### src/hw/rtl/bqf_pkg.sv
// ----------------------------------------------------------------------------
// bqf_pkg
// Shared widths and constants of the billboard quad flatten pipeline.
// ----------------------------------------------------------------------------
package bqf_pkg;

  localparam int COORD_BITS_DEF = 32;
  // normalized cross magnitude, top bit at 2^30
  localparam int MAN_BITS       = 31;
  localparam int SUM_BITS       = 64;
  localparam int LEN_BITS       = 32;
  localparam int SQRT_STEPS     = 32;
  localparam int QUO_BITS       = 31;
  // normal components in Q2.30
  localparam int NRM_BITS       = 32;
  localparam int AXIS_BITS      = 33;
  localparam int ONE_SHIFT      = 30;

endpackage

### src/hw/rtl/bqf_sqrt.sv
// ----------------------------------------------------------------------------
// bqf_sqrt
// Pipelined integer square root, one result bit per stage, with a side
// payload carried alongside.
// ----------------------------------------------------------------------------
module bqf_sqrt #(
  parameter int SW = 1
) (
  input  logic                              clk,
  input  logic                              rst,
  input  logic                              en,
  input  logic                              in_valid,
  input  logic [bqf_pkg::SUM_BITS-1:0]      x,
  input  logic [SW-1:0]                     side,
  output logic                              out_valid,
  output logic [bqf_pkg::LEN_BITS-1:0]      len,
  output logic [SW-1:0]                     side_out
);

  localparam int N  = bqf_pkg::SQRT_STEPS;
  localparam int XW = bqf_pkg::SUM_BITS;

  logic [XW-1:0] x_r [N];
  logic [XW-1:0] r_r [N];
  logic [SW-1:0] s_r [N];
  logic          v_r [N];

  for (genvar s = 0; s < N; s++) begin : g_step
    logic [XW-1:0] xi, ri, trial;
    logic [SW-1:0] si;
    logic          vi;

    if (s == 0) begin : g_first
      assign xi = x;
      assign ri = '0;
      assign si = side;
      assign vi = in_valid;
    end else begin : g_next
      assign xi = x_r[s-1];
      assign ri = r_r[s-1];
      assign si = s_r[s-1];
      assign vi = v_r[s-1];
    end

    assign trial = ri + (XW'(1) << (XW - 2 - 2 * s));

    always_ff @(posedge clk) begin
      if (rst) begin
        v_r[s] <= 1'b0;
      end else if (en) begin
        v_r[s] <= vi;
      end
    end

    always_ff @(posedge clk) begin
      if (en) begin
        s_r[s] <= si;
        if (xi >= trial) begin
          x_r[s] <= xi - trial;
          r_r[s] <= (ri >> 1) + (XW'(1) << (XW - 2 - 2 * s));
        end else begin
          x_r[s] <= xi;
          r_r[s] <= ri >> 1;
        end
      end
    end
  end

  assign out_valid = v_r[N-1];
  assign len       = r_r[N-1][bqf_pkg::LEN_BITS-1:0];
  assign side_out  = s_r[N-1];

endmodule

### config.mk
export PLATFORM = sky130hd
export DESIGN_NAME = bqf_sqrt
export DESIGN_NICKNAME = d
export VERILOG_FILES = /design/src/hw/rtl/bqf_pkg.sv /design/src/hw/rtl/bqf_sqrt.sv
export SDC_FILE = /design/constraint.sdc
export NUM_CORES = 2
export LEC_CHECK = 0
export BUFFER_PORTS_ARGS = -buffer_cell sky130_fd_sc_hd__buf_2
export CAP_MARGIN = 20
export CORE_MARGIN = 2
export CORE_UTILIZATION = 30
export DETAILED_ROUTE_END_ITERATION = 7
export PLACE_DENSITY_LB_ADDON = 0.25
export SYNTH_ARGS = -nofsm -noshare
export SYNTH_HDL_FRONTEND = slang
export SYNTH_MEMORY_MAX_BITS = 65536
export SYNTH_SLANG_ARGS = --single-unit
### constraint.sdc
create_clock -name clk -period 8 [get_ports clk]
set_clock_uncertainty 0.15 [all_clocks]
set_input_delay 2.4 -clock clk [delete_from_list [all_inputs] [get_ports clk]]
set_output_delay 2.4 -clock clk [all_outputs]
set_load 0.01 [all_outputs]
==> key figures <==
Synth
  • Synth warnings: 0
  • Synth Area per Inst: 12.5 sq um
  • Synth async-reset ratio: 0%
  • Cell taking the most area after synthesis: edfxtp_1
  • Synth Register Bits: 2,576
  • Proportion of synthesized chip area in sequential cells: 62.7%
  • Synth unique cells: 103
  • Post-synth EDFFs: 2,576
  • Synth top area cells: edfxtp_1, ha_1, xor2_1, xnor2_1, o21ai_0
  • Cells after Synth: 9,832
  • Cell area after synthesis: 123,000 sq um
  • Most frequent cells after synthesis: edfxtp_1, nand2_1, inv_1
  • Most frequent cell after synthesis: edfxtp_1
  • Syn Nets: 10,459
  • Main synth FF type: edfxtp_1
  • Area share of the leading cell type in the synthesized netlist: 62.7%

STA
  • Sum Neg Setup Slack: 0 ns
  • Pins Over Slew Limit: 0
  • Final WS setup: 3.02 ns
  • Worst Tran Pin Value: 1.18 ns
  • Final setup fails: 0
  • RSZ-0062 raised after global routing: false
  • Minimum clock period after layout: 4.98 ns
  • Final hold vios: 0
  • Relative slew slack: 20.5%
  • Peak Freq: 0.201 GHz
  • Part of the cycle the worst path needs: 62.3%

Floorplan
  • Chip Height: 645 um
  • Row Count: 235
  • Die Width: 645 um
  • Core Box Area: 410,000 sq um
  • Boundary Pins: 103
  • Initial Util: 30.1%
  • Full die area: 416,000 sq um

Route
  • WL/cell: 21.3 um
  • WL final: 336,000 um
  • Antenna viol nets, final: 0
  • First DRT Iteration DRCs: 5,454
  • Via density: 4.99
  • Vias after detailed routing: 78,541
  • DRC Markers: 0
  • First-pass iteration count of the detailed router: 7

Layout
  • Design Area, Final: 140,000 sq um
  • Final Non-Filler Cells: 15,751
  • Final core utilization: 34.2%
  • Ratio of cells with drive above 1 in the final layout: 7.51%
  • Fill count: 39,770
  • NumNets Final: 10,698
  • Area growth syn-to-layout: 13.5%

Setup path
  • Setup crit start kind: flip-flop
  • Reg2Reg Setup Slack: 3.02 ns
  • Required time of the worst setup path: 8.46 ns
  • R2R depth: 11
  • Reg-to-Reg Start: x_r[1][604]$_DFFE_PP_
  • CP Capture Type: flip-flop
  • Critical path class: flip-flop to flip-flop
  • Worst r2r dst: x_r[1][691]$_DFFE_PP_
  • CP arrival: 5.44 ns
  • CP max FO: 32

Pwr
  • Leakage: 51.0 nW
  • Power Internal: 28.0 mW
  • Pwr Density: 285 nW/um^2
  • Maximum vdd ir drop: 0.180 mV
  • Flop pwr share: 46.5%
  • Switching pwr: 11.9 mW
  • Clk pwr share: 33.5%
  • Comb pwr share: 20.0%
  • Sw Share: 29.9%

CTS
  • Clock Latency Late Sink: 0.93 ns
  • Htree depth: 5
  • TritonCTS clock tree: yes
  • Clock Tree Buf Depth: 4
  • Number of buffers created by CTS: 291
  • CTS Sinks: 2,576
  • Root buf cell: clkbuf_16
  • CTS Hold Buffers Added: 0
  • Setup Fix Bufs, Post-CTS: 0
  • PostCTS Resize Cnt: 0
  • Clk pin slew, worst setup/hold paths: 0.06 ns

Run
  • Max Cap Viol: 0

Place
  • RD Place Congestion: 0.948
  • Dpl ws: 2.37 ns
  • Dpl cell area: 131,000 sq um
  • Post-DP HPWL: 256,000 um
  • Dpl cells: 15,227
  • Port bufs: 102

Global routing
  • GRT overflow: 0
  • Total Routing Usage GR: 15.7%
  • Largest net degree at the start of global routing: 196
  • Vias in the first global route: 79,979
  • First-pass GRT wire length: 501,000 um
  • Initial antenna violation count: 4

Hold path
  • Hold depth: 0
  • Hold worst-path end: x_r[0][514]$_DFFE_PP_
  • Hold Path Class: flip-flop to flip-flop
  • Hold_sp: x_r[0][450]$_DFFE_PP_

Status
  • Status: finished, final reports clean
## worst max-delay path, stage by stage (launching register included)
cell	delay (ns)
edfxtp_1	0.40
ha_1	0.48
nand4_1	0.34
nor4_1	1.02
a21oi_1	0.22
a21oi_1	0.56
nor3_2	0.09
buf_4	0.26
a2111o_1	0.49
or2_1	0.34
nor4_1	0.26
xor2_1	0.11
## routing by layer
| layer | track usage [%] | vias to the layer above | part of all wire, % |
|---|---|---|---|
| li1 | - | 37343 | - |
| met1 | 16.5 | 38504 | 37 |
| met2 | 30.9 | 1963 | 55 |
| met3 | 1.74 | 731 | 3.3 |
| met4 | 7.24 | 0 | 4.9 |
| met5 | 0 | - | 0 |
## layout by cell type (no fill, tap or decap), types with 33 or more instances in the layout
master,count
a211oi_1,57
a21o_1,237
a21oi_1,504
a31oi_1,47
and2_1,71
and3_1,33
buf_2,102
buf_4,59
clkbuf_1,41
clkbuf_16,298
clkinv_1,49
clkinv_2,55
edfxtp_1,2576
ha_1,558
inv_1,687
mux2_2,49
nand2_1,741
nand2b_1,140
nand3_1,139
nand3b_1,37
nand4_1,165
nor2_1,533
nor2b_1,82
nor3_1,265
nor4_1,361
nor4b_1,45
o21a_1,85
o21ai_0,570
o21bai_1,57
o31ai_1,43
or2_2,46
or3_1,113
or4_1,78
xnor2_1,427
xor2_1,447
## power groups by stage
stage	logic (mW)	registers [mW]	clock network [mW]
final	8.00	18.6	13.4
after global routing	8.85	18.7	14.3
after CTS	7.96	18.6	13.7
after detailed placement	7.92	18.8	0
after global placement	7.82	18.9	0
after floorplan	5.90	18.1	0
## cells by family (layout without fill, tap and decap cells)
kind of cell	count (synthesis)	count (layout)	synth area share, %
AOI/OAI and AO/OA	1852	1852	9.33
xor gates and xnor gates	874	874	6.20
adders and majority gates	558	558	5.66
buffers and inverters	917	1381	2.83
DFF	2576	2576	62.7
muxes	56	56	0.504
other	0	4	0
and+or+nand+nor	2999	2999	12.8
## worst max path at each step
stage,slack (ns),end,from
2_1_floorplan,1.41,r_r[1][588]$_DFFE_PP_,en
3_3_place_gp,2.39,x_r[1][502]$_DFFE_PP_,en
3_5_place_dp,2.37,x_r[1][498]$_DFFE_PP_,en
4_1_cts,2.81,x_r[1][498]$_DFFE_PP_,x_r[1][409]$_DFFE_PP_
5_1_grt,2.75,x_r[1][691]$_DFFE_PP_,x_r[1][604]$_DFFE_PP_
6_report,3.02,x_r[1][691]$_DFFE_PP_,x_r[1][604]$_DFFE_PP_
## area by class of cell
| class | count | area, sq um | share of cell area, % |
|---|---|---|---|
| multi-input cells | 6339 | 42600 | 30.4 |
| well taps | 5451 | 6820 | 4.87 |
| clock inverters | 179 | 1860 | 1.33 |
| clock buffers | 339 | 7610 | 5.43 |
| repair buffers | 175 | 1200 | 0.860 |
| flip-flops and latches | 2576 | 77400 | 55.2 |
| diodes | 4 | 10.0 | 0.00715 |
| inverters | 688 | 2580 | 1.84 |
## per-stage QoR
step / power [mW] / hold slack, ns
3_3_place_gp: 26.7 / 0.252
5_1_grt: 41.8 / 0.265
2_1_floorplan: 24.0 / 0.250
6_report: 40.0 / 0.257
4_1_cts: 40.3 / 0.247
3_5_place_dp: 26.8 / 0.255
## registers in the layout, summed over array words and instances (netlist names)
name,cells
s_r,32
x_r,1984
r_r,528
v_r,32
(Power assumes the default switching activity.)
